`src/rtl/ordered_timer_queue_core_defines.svh`:
```
// ----------------------------------------------------------------------------
// Ordered timer queue assertion macros
// Shared assertion forms for the timer queue RTL.
// ----------------------------------------------------------------------------
`ifndef ORDERED_TIMER_QUEUE_CORE_DEFINES_SVH
`define ORDERED_TIMER_QUEUE_CORE_DEFINES_SVH

// Consequent must hold in the same cycle as the antecedent.
`define OTQ_ASSERT_NOW(lbl, ante, cons, msg) \
	lbl: assert property (@(posedge clk) disable iff (!arst_n) (ante) |-> (cons)) \
		else $error(msg);

// Consequent must hold in the cycle after the antecedent.
`define OTQ_ASSERT_NEXT(lbl, ante, cons, msg) \
	lbl: assert property (@(posedge clk) disable iff (!arst_n) (ante) |=> (cons)) \
		else $error(msg);

`endif

```
`src/rtl/otq_pkg.sv`:
```
// ----------------------------------------------------------------------------
// Ordered timer queue package
// Sizes, operation and result codes, and types shared by the queue modules.
// ----------------------------------------------------------------------------
package otq_pkg;

	localparam int CAPACITY = 32;
	localparam int IDX_W    = $clog2(CAPACITY);
	localparam int CNT_W    = $clog2(CAPACITY + 1);

	localparam logic [1:0] OP_ADD    = 2'd0;
	localparam logic [1:0] OP_DEL    = 2'd1;
	localparam logic [1:0] OP_HANDLE = 2'd2;

	localparam logic [2:0] K_ADDED    = 3'd0;
	localparam logic [2:0] K_FULL     = 3'd1;
	localparam logic [2:0] K_DELETED  = 3'd2;
	localparam logic [2:0] K_NOTFOUND = 3'd3;
	localparam logic [2:0] K_EXPIRED  = 3'd4;
	localparam logic [2:0] K_NONE     = 3'd5;

	typedef struct packed {
		logic [31:0] expire;
		logic [31:0] id;
	} entry_t;

	// What the scan compares each stored entry against.
	typedef struct packed {
		logic [1:0]  op;
		logic [31:0] now;
		entry_t      key;
	} scan_ctl_t;

	// Running results of one pass over the table.
	typedef struct packed {
		logic             found;
		logic [IDX_W-1:0] found_idx;
		logic [CNT_W-1:0] exp_cnt;
		logic             sl_any;
		logic [31:0]      sl_min;
		logic             mn_any;
		entry_t           mn;
		logic [IDX_W-1:0] mn_idx;
	} scan_res_t;

endpackage

```
`src/rtl/ordered_timer_queue_core.sv`:
```
// ----------------------------------------------------------------------------
// Ordered timer queue core
// Bounded timer set ordered by expiry and id, held in a memory with one write and one read port.
// ----------------------------------------------------------------------------
// Add, delete and unused ops: one table scan, then one result.
// Handle: one scan to count expired entries, then one scan per expired entry. With none
// expired a single result of kind none follows the first scan, otherwise each later scan
// yields one expired result; a result waits while the receiver is not ready.
// One item is in flight at a time; a new item is taken while a result waits.
// Reset clears all valid bits and the id counter at once; no clearing pass.
module ordered_timer_queue_core (
	input  logic               clk,
	input  logic               arst_n,
	input  logic               in_valid,
	output logic               in_ready,
	input  logic [1:0]         op,
	input  logic [31:0]        now,
	input  logic [31:0]        delay_ms,
	input  logic [31:0]        key_expire,
	input  logic [31:0]        key_id,
	output logic               out_valid,
	input  logic               out_ready,
	output logic [2:0]         kind,
	output logic [31:0]        timer_id,
	output logic [31:0]        expire_time,
	output logic               last,
	output logic signed [32:0] sleep_ms
);
	import otq_pkg::*;
	`include "ordered_timer_queue_core_defines.svh"

	typedef enum logic [2:0] {ST_IDLE, ST_SCAN, ST_TAIL, ST_DECIDE, ST_EMIT} state_t;

	state_t           state_q;
	logic             round_q;
	logic [IDX_W-1:0] addr_q;
	logic             hit_s1;
	logic [IDX_W-1:0] idx_s1;
	logic [1:0]       op_q;
	logic [31:0]      now_q;
	logic [31:0]      e_q;
	logic [31:0]      kexp_q;
	logic [31:0]      kid_q;
	logic [31:0]      next_id_q;
	logic [CNT_W-1:0] rem_q;
	logic [CAPACITY-1:0] valid_q;
	logic [2:0]       pkind_q;
	logic [31:0]      pid_q;
	logic [31:0]      pexp_q;
	logic             plast_q;
	logic signed [32:0] sleep_q;
	logic             out_valid_q;

	logic [32:0]      sum;
	entry_t           rdata;
	scan_ctl_t        ctl;
	scan_res_t        res;
	logic             scan_clr;
	logic             full;
	logic [IDX_W-1:0] free_idx;
	logic             mem_we;
	entry_t           wdata;
	logic             base_any;
	logic [31:0]      base_min;
	logic signed [32:0] sleep_calc;
	logic             pre_decide;
	logic             emit_go;

	assign sum = {1'b0, now} + {1'b0, delay_ms};

	assign ctl.op  = op_q;
	assign ctl.now = now_q;
	assign ctl.key = (op_q == OP_ADD) ? entry_t'{expire: e_q, id: next_id_q}
	                                  : entry_t'{expire: kexp_q, id: kid_q};

	assign scan_clr = (state_q == ST_IDLE) || (state_q == ST_EMIT);

	otq_mem u_mem (
		.clk   (clk),
		.we    (mem_we),
		.waddr (free_idx),
		.wdata (wdata),
		.raddr (addr_q),
		.rdata (rdata)
	);

	otq_scan u_scan (
		.clk    (clk),
		.arst_n (arst_n),
		.clr    (scan_clr),
		.hit    (hit_s1),
		.ent    (rdata),
		.idx    (idx_s1),
		.ctl    (ctl),
		.res    (res)
	);

	// Lowest free slot; the loop runs from the top so the lowest index wins.
	always_comb begin
		full     = &valid_q;
		free_idx = '0;
		for (int i = CAPACITY - 1; i >= 0; i--) begin
			if (!valid_q[i]) begin
				free_idx = IDX_W'(i);
			end
		end
	end

	assign pre_decide = (state_q == ST_DECIDE) && !round_q;
	assign mem_we     = pre_decide && (op_q == OP_ADD) && !full && !res.found;
	assign wdata      = '{expire: e_q, id: next_id_q};

	// Earliest expiry left after the operation, then the clamped sleep time.
	always_comb begin
		base_any = res.sl_any;
		base_min = res.sl_min;
		if ((op_q == OP_ADD) && !full) begin
			base_any = 1'b1;
			if (!res.sl_any || (e_q < res.sl_min)) begin
				base_min = e_q;
			end
		end
		if (!base_any) begin
			sleep_calc = -33'sd1;
		end else if (base_min > now_q) begin
			sleep_calc = $signed({1'b0, base_min - now_q});
		end else begin
			sleep_calc = '0;
		end
	end

	assign emit_go   = (state_q == ST_EMIT) && (!out_valid_q || out_ready);
	assign in_ready  = (state_q == ST_IDLE);
	assign out_valid = out_valid_q;

	always_ff @(posedge clk or negedge arst_n) begin
		if (!arst_n) begin
			state_q     <= ST_IDLE;
			round_q     <= 1'b0;
			addr_q      <= '0;
			hit_s1      <= 1'b0;
			idx_s1      <= '0;
			op_q        <= '0;
			now_q       <= '0;
			e_q         <= '0;
			kexp_q      <= '0;
			kid_q       <= '0;
			next_id_q   <= '0;
			rem_q       <= '0;
			valid_q     <= '0;
			pkind_q     <= K_NONE;
			pid_q       <= '0;
			pexp_q      <= '0;
			plast_q     <= 1'b0;
			sleep_q     <= '0;
			out_valid_q <= 1'b0;
			kind        <= K_NONE;
			timer_id    <= '0;
			expire_time <= '0;
			last        <= 1'b0;
			sleep_ms    <= '0;
		end else begin
			hit_s1 <= (state_q == ST_SCAN) && valid_q[addr_q];
			idx_s1 <= addr_q;
			if (out_valid_q && out_ready && !emit_go) begin
				out_valid_q <= 1'b0;
			end
			case (state_q)
				ST_IDLE: begin
					if (in_valid) begin
						op_q    <= op;
						now_q   <= now;
						e_q     <= sum[32] ? 32'hFFFF_FFFF : sum[31:0];
						kexp_q  <= key_expire;
						kid_q   <= key_id;
						addr_q  <= '0;
						round_q <= 1'b0;
						state_q <= ST_SCAN;
					end
				end
				ST_SCAN: begin
					addr_q <= addr_q + IDX_W'(1);
					if (addr_q == IDX_W'(CAPACITY - 1)) begin
						state_q <= ST_TAIL;
					end
				end
				ST_TAIL: begin
					state_q <= ST_DECIDE;
				end
				ST_DECIDE: begin
					state_q <= ST_EMIT;
					if (round_q) begin
						// The smallest key is always among the expired ones.
						pkind_q          <= K_EXPIRED;
						pid_q            <= res.mn.id;
						pexp_q           <= res.mn.expire;
						plast_q          <= (rem_q == CNT_W'(1));
						valid_q[res.mn_idx] <= 1'b0;
						rem_q            <= rem_q - CNT_W'(1);
					end else begin
						sleep_q <= sleep_calc;
						plast_q <= 1'b1;
						case (op_q)
							OP_ADD: begin
								if (full) begin
									pkind_q <= K_FULL;
									pid_q   <= '0;
									pexp_q  <= '0;
								end else begin
									pkind_q   <= K_ADDED;
									pid_q     <= next_id_q;
									pexp_q    <= e_q;
									next_id_q <= next_id_q + 32'd1;
									if (!res.found) begin
										valid_q[free_idx] <= 1'b1;
									end
								end
							end
							OP_DEL: begin
								pid_q  <= kid_q;
								pexp_q <= kexp_q;
								if (res.found) begin
									pkind_q <= K_DELETED;
									valid_q[res.found_idx] <= 1'b0;
								end else begin
									pkind_q <= K_NOTFOUND;
								end
							end
							OP_HANDLE: begin
								pkind_q <= K_NONE;
								pid_q   <= '0;
								pexp_q  <= '0;
								if (res.exp_cnt != '0) begin
									rem_q   <= res.exp_cnt;
									round_q <= 1'b1;
									addr_q  <= '0;
									state_q <= ST_SCAN;
								end
							end
							default: begin
								pkind_q <= K_NONE;
								pid_q   <= '0;
								pexp_q  <= '0;
							end
						endcase
					end
				end
				ST_EMIT: begin
					if (emit_go) begin
						out_valid_q <= 1'b1;
						kind        <= pkind_q;
						timer_id    <= pid_q;
						expire_time <= pexp_q;
						last        <= plast_q;
						sleep_ms    <= sleep_q;
						if (round_q && (rem_q != '0)) begin
							addr_q  <= '0;
							state_q <= ST_SCAN;
						end else begin
							round_q <= 1'b0;
							state_q <= ST_IDLE;
						end
					end
				end
				default: begin
					state_q <= ST_IDLE;
				end
			endcase
		end
	end

	`OTQ_ASSERT_NOW(a_round_min_expired, (state_q == ST_DECIDE) && round_q,
		res.mn_any && (res.mn.expire <= now_q), "expiry round found no expired entry")
	`OTQ_ASSERT_NOW(a_full_no_write, pre_decide && (op_q == OP_ADD) && full, !mem_we,
		"write into a full table")
	`OTQ_ASSERT_NEXT(a_id_step, 1'b1,
		(next_id_q == $past(next_id_q)) || (next_id_q == $past(next_id_q) + 32'd1),
		"id counter jumped")
	`OTQ_ASSERT_NOW(a_single_last, out_valid_q && (kind != K_EXPIRED), last,
		"single result without last marker")

endmodule

```
`src/rtl/otq_mem.sv`:
```
// ----------------------------------------------------------------------------
// Timer entry memory
// One write port and one read port with registered read data.
// ----------------------------------------------------------------------------
module otq_mem (
	input  logic                  clk,
	input  logic                  we,
	input  logic [otq_pkg::IDX_W-1:0] waddr,
	input  otq_pkg::entry_t       wdata,
	input  logic [otq_pkg::IDX_W-1:0] raddr,
	output otq_pkg::entry_t       rdata
);
	import otq_pkg::*;

	entry_t mem_q [CAPACITY];

	always_ff @(posedge clk) begin
		if (we) begin
			mem_q[waddr] <= wdata;
		end
		rdata <= mem_q[raddr];
	end

endmodule

```
`src/rtl/otq_scan.sv`:
```
// ----------------------------------------------------------------------------
// Timer table scan accumulator
// Folds one entry per cycle into key match, expired count and minimums.
// ----------------------------------------------------------------------------
module otq_scan (
	input  logic                      clk,
	input  logic                      arst_n,
	input  logic                      clr,
	input  logic                      hit,
	input  otq_pkg::entry_t           ent,
	input  logic [otq_pkg::IDX_W-1:0] idx,
	input  otq_pkg::scan_ctl_t        ctl,
	output otq_pkg::scan_res_t        res
);
	import otq_pkg::*;

	logic match;
	logic expired;
	logic sl_incl;

	assign match   = (ent.expire == ctl.key.expire) && (ent.id == ctl.key.id);
	assign expired = ent.expire <= ctl.now;
	// A deleted entry and every expired entry of a handle pass are gone
	// once the operation completes, so they do not set the sleep time.
	assign sl_incl = !(((ctl.op == OP_DEL) && match) || ((ctl.op == OP_HANDLE) && expired));

	always_ff @(posedge clk or negedge arst_n) begin
		if (!arst_n) begin
			res <= '0;
		end else if (clr) begin
			res <= '0;
		end else if (hit) begin
			if (match) begin
				res.found     <= 1'b1;
				res.found_idx <= idx;
			end
			if (expired) begin
				res.exp_cnt <= res.exp_cnt + CNT_W'(1);
			end
			if (sl_incl && (!res.sl_any || (ent.expire < res.sl_min))) begin
				res.sl_any <= 1'b1;
				res.sl_min <= ent.expire;
			end
			if (!res.mn_any || (ent < res.mn)) begin
				res.mn_any <= 1'b1;
				res.mn     <= ent;
				res.mn_idx <= idx;
			end
		end
	end

endmodule

```
`config.mk`:
```
export PLATFORM = sky130hd
export DESIGN_NAME = ordered_timer_queue_core
export DESIGN_NICKNAME = d
export VERILOG_FILES = /design/src/rtl/otq_pkg.sv /design/src/rtl/ordered_timer_queue_core.sv /design/src/rtl/otq_mem.sv /design/src/rtl/otq_scan.sv
export VERILOG_INCLUDE_DIRS = /design/src /design/src/rtl
export SDC_FILE = /design/constraint.sdc
export NUM_CORES = 2
export LEC_CHECK = 0
export BUFFER_PORTS_ARGS = -buffer_cell sky130_fd_sc_hd__buf_4
export CORE_MARGIN = 1
export CORE_UTILIZATION = 55
export DETAILED_ROUTE_END_ITERATION = 16
export PLACE_DENSITY = 0.78
export SYNTH_ARGS = -nofsm -noshare
export SYNTH_HDL_FRONTEND = slang
export SYNTH_HIERARCHICAL = 1
export SYNTH_SLANG_ARGS = --single-unit
export TNS_END_PERCENT = 50
```
`constraint.sdc`:
```
create_clock -name clk -period 15.8 [get_ports clk]
set_input_delay 1.58 -clock clk [delete_from_list [all_inputs] [get_ports clk]]
set_output_delay 1.58 -clock clk [all_outputs]
set_load 0.1 [all_outputs]
```
==> flow_summary.yaml <==
run_status:
  outcome: "complete, no violations"
power_and_ir_drop:
  cellPowerDensity_mw_per_mm2: 175
  p_switching_uw: 7280
  combinationalPowerShare_pct: 30.6
  swShare_pct: 33.0
  power_leakage_uw: 0.0423
  seqPwrFrac_pct: 40.6
  p_clk_share_pct: 28.9
  irDropWorstVdd_mv: 0.169
  p_int_uw: 14800
clock_network:
  clockBufferDepth: 4
  htreeDepth: 5
  postCtsResizedCells: 0
  cts_root_buf: "clkbuf_16"
  post-cts-setup-buffers: 0
  clk_latency_ps: 960
  hold_buffers: 0
  cts_inserted_buffers: 280
  clock_sinks: 2645
  path_clk_slew_ps: 60
  cts_tree: "done"
setup_path:
  rr_startpoint: "e_q[20]$_DFFE_PN0P_"
  setup.worst_path.start: "e_q[20]$_DFFE_PN0P_"
  arrival_ps: 7740
  worst_setup_path_start_kind: "register"
  cp.required_ps: 16610
  crit_type: "reg -> reg"
  crit_fanout: 37
  setup.worst_path.end_class: "register"
logic_synthesis:
  synthDistinctLibCells: 101
  ys_ff_latch: 2645
  synthesis.nets: 6820
  syn_avg_cell_area_um2: 17.3
  synth_common_cells: "2048 x edfxtp_1, 612 x mux4_2, 529 x dfrtp_1"
  synth_flop_cell: "edfxtp_1"
  synth_edf_count: 2048
  ys_top_cells_by_area: "edfxtp_1 55%, mux4_2 12%, dfrtp_1 12%, ha_1 2.6%, mux2_2 2.5%"
  yosysSeqAreaShare_pct: 68.2
  synth_cells: 6456
  synth_most_common_cell: "edfxtp_1"
  syn_area_mm2: 0.112
  netlist.area_leader.share_pct: 55.1
  yosysTopAreaCell: "edfxtp_1"
  yosys_warnings: 6
  async_flop_share_pct: 20.2
global_routing:
  grt_use_total_pct: 32.1
  met1_usage_pct: 43.2
  grt_max_degree: 128
  grt.met3_usage_pct: 7.67
  grt-ovfl-total: 0
  gr-usage-met2_pct: 50.0
  grt_pass1_vias: 65700
  antenna_found_initial: 13
  grt_pass1_wl_um: 469000
  grt-busiest-layer: "met2"
die:
  fp.dieArea_mm2: 0.205
  core_area_mm2: 0.202
  ios: 237
  die_w_um: 453
  initial_core_util_pct: 55.3
  row_count: 165
  dieHeight_um: 453
cells_and_area:
  fin_nets: 7184
  regArea_mm2: 0.0761
  area_growth_pct: 12.5
  fin_cells: 9691
  nFillCells: 13600
  multi_input_area_mm2: 0.0335
  fin_area_mm2: 0.126
  final_layout_size_suffix_gt1_share_pct: 24.6
sta:
  grt_setup_unrepaired: "no"
  max_slew_margin_pct: 4.56
  tightest_slew_ps: 1400
  drv_slew: 0
  period_needed_ps: 6930
  skew_ps: 81.3
  timing.final.crit_share_pct: 43.9
  setup_violations: 0
  fmax_ghz: 0.144
  finalHoldViolCount: 0
  finalSetupTns_ps: 0
place:
  hpwl_um: 186000
  dpl_cell_area_mm2: 0.117
  gp_congestion: 0.937
  io_buffers: 236
  place_inst: 9210
detailed_routing:
  route.detailed.drc: 0
  drt_iter0_drc: 9298
  vias: 65700
  ant_nets: 0
  vias_per_cell: 6.78
  wl_per_cell_um: 33.9
  drt_pre_antenna_iters: 8
  wirelength_um: 328000
worst_hold_path:
  hold_path.class: "reg -> reg"
  min_from: "pkind_q[1]$_DFFE_PN0P_"
run:
  drv_cap: 0
-- sequential cells by signal (all words and copies together) (netlist names), 33 cells and up --
register	cells
sleep_q	33
u_mem/rdata	64
u_scan/res	115
sleep_ms	33
u_mem/mem_q	2048
-- power groups by stage --
stage | sequential, uW | combinational (uW) | clock, uW
3_3_place_gp | 9020 | 6460 | 0
2_1_floorplan | 8730 | 4690 | 0
3_5_place_dp | 9040 | 6540 | 0
4_1_cts | 8910 | 6650 | 6400
6_report | 8940 | 6740 | 6360
5_1_grt | 8970 | 7140 | 6660
-- worst max-delay path, cell delays in order (launching register included) --
cell	delay, ps
dfrtp_1	1130
ha_1	320
nand4_1	120
nor2_1	110
nand2_1	90
nor2_1	240
o2111ai_1	180
a211oi_1	320
nor4_1	140
nor2_4	110
buf_4	460
mux2_1	400
ha_1	490
nand3_1	170
nor3_1	460
o2111ai_1	240
and2_1	190
a22oi_1	160
a31oi_2	150
o21ai_1	130
and2_1	880
a221o_1	280
-- per-layer routing --
metal	vias up	part of all wire, %
met2	5033	47
met3	869	12
met1	33700	36
met4	6	5.1
met5	-	0.0085
li1	26200	-
-- stage by stage --
stage / util (%) / hold slack [ps] / power (uW) / setup slack, ps
2_1_floorplan: - / 367 / 13400 / 10360
3_3_place_gp: 57.9 / 466 / 15500 / 9060
3_5_place_dp: 57.9 / 458 / 15600 / 8950
4_1_cts: 62.2 / 475 / 22000 / 8960
5_1_grt: 62.2 / 520 / 22800 / 8300
6_report: 62.2 / 471 / 22000 / 8870
-- cells in the final DEF, fill, tap and decap left out, types with 31 or more instances in the layout --
master / count
mux2i_1: 148
nand3_1: 53
inv_1: 225
xor2_1: 86
a22oi_1: 97
a21oi_1: 182
clkinv_1: 43
ha_1: 228
a21o_1: 42
nand2b_1: 196
mux4_2: 612
nor2_1: 175
nor2_4: 34
dfxtp_1: 64
o22a_1: 33
clkinv_2: 31
dfrtp_1: 523
a221o_1: 37
xnor2_1: 65
mux2_2: 244
buf_4: 395
clkbuf_16: 285
edfxtp_1: 2048
o21ai_0: 166
nand4_1: 61
nand2_1: 349
o22ai_1: 83
clkbuf_1: 61
-- layout make-up --
| cell class | instances | area share [%] |
|---|---|---|
| inverters | 227 | 0.680 |
| well taps | 2672 | 2.66 |
| multi-input cells | 3266 | 26.6 |
| clock buffers | 369 | 6.11 |
| repair buffers | 400 | 2.44 |
| clock inverters | 107 | 0.824 |
| flip-flops and latches | 2645 | 60.6 |
| diodes | 5 | 0.00996 |
-- final timing paths --
| kind | endpoint | slack [ps] | cells after the start |
|---|---|---|---|
| max | sleep_q[18]$_DFFE_PN0P_ | 8870 | 21 |
| max reg2reg | sleep_q[18]$_DFFE_PN0P_ | 8870 | 21 |
| max in group asynchronous | sleep_ms[31]$_DFFE_PN0P_ | 12080 | 4 |
| min | pkind_q[1]$_DFFE_PN0P_ | 470 | 2 |
| min reg2reg | pkind_q[1]$_DFFE_PN0P_ | 470 | 2 |
| min in group asynchronous | rem_q[4]$_DFFE_PN0P_ | 670 | 1 |
-- kinds of logic after synthesis --
group           after synthesis  share of synthesized area, %
buf+inv                     545                          2.13
compound gates              810                          4.90
xor+xnor                    151                          1.18
flops                      2645                          68.2
fa+ha+maj                   230                          2.59
simple gates               1043                          4.60
mux                        1032                          16.4
(Power assumes the default switching activity.)
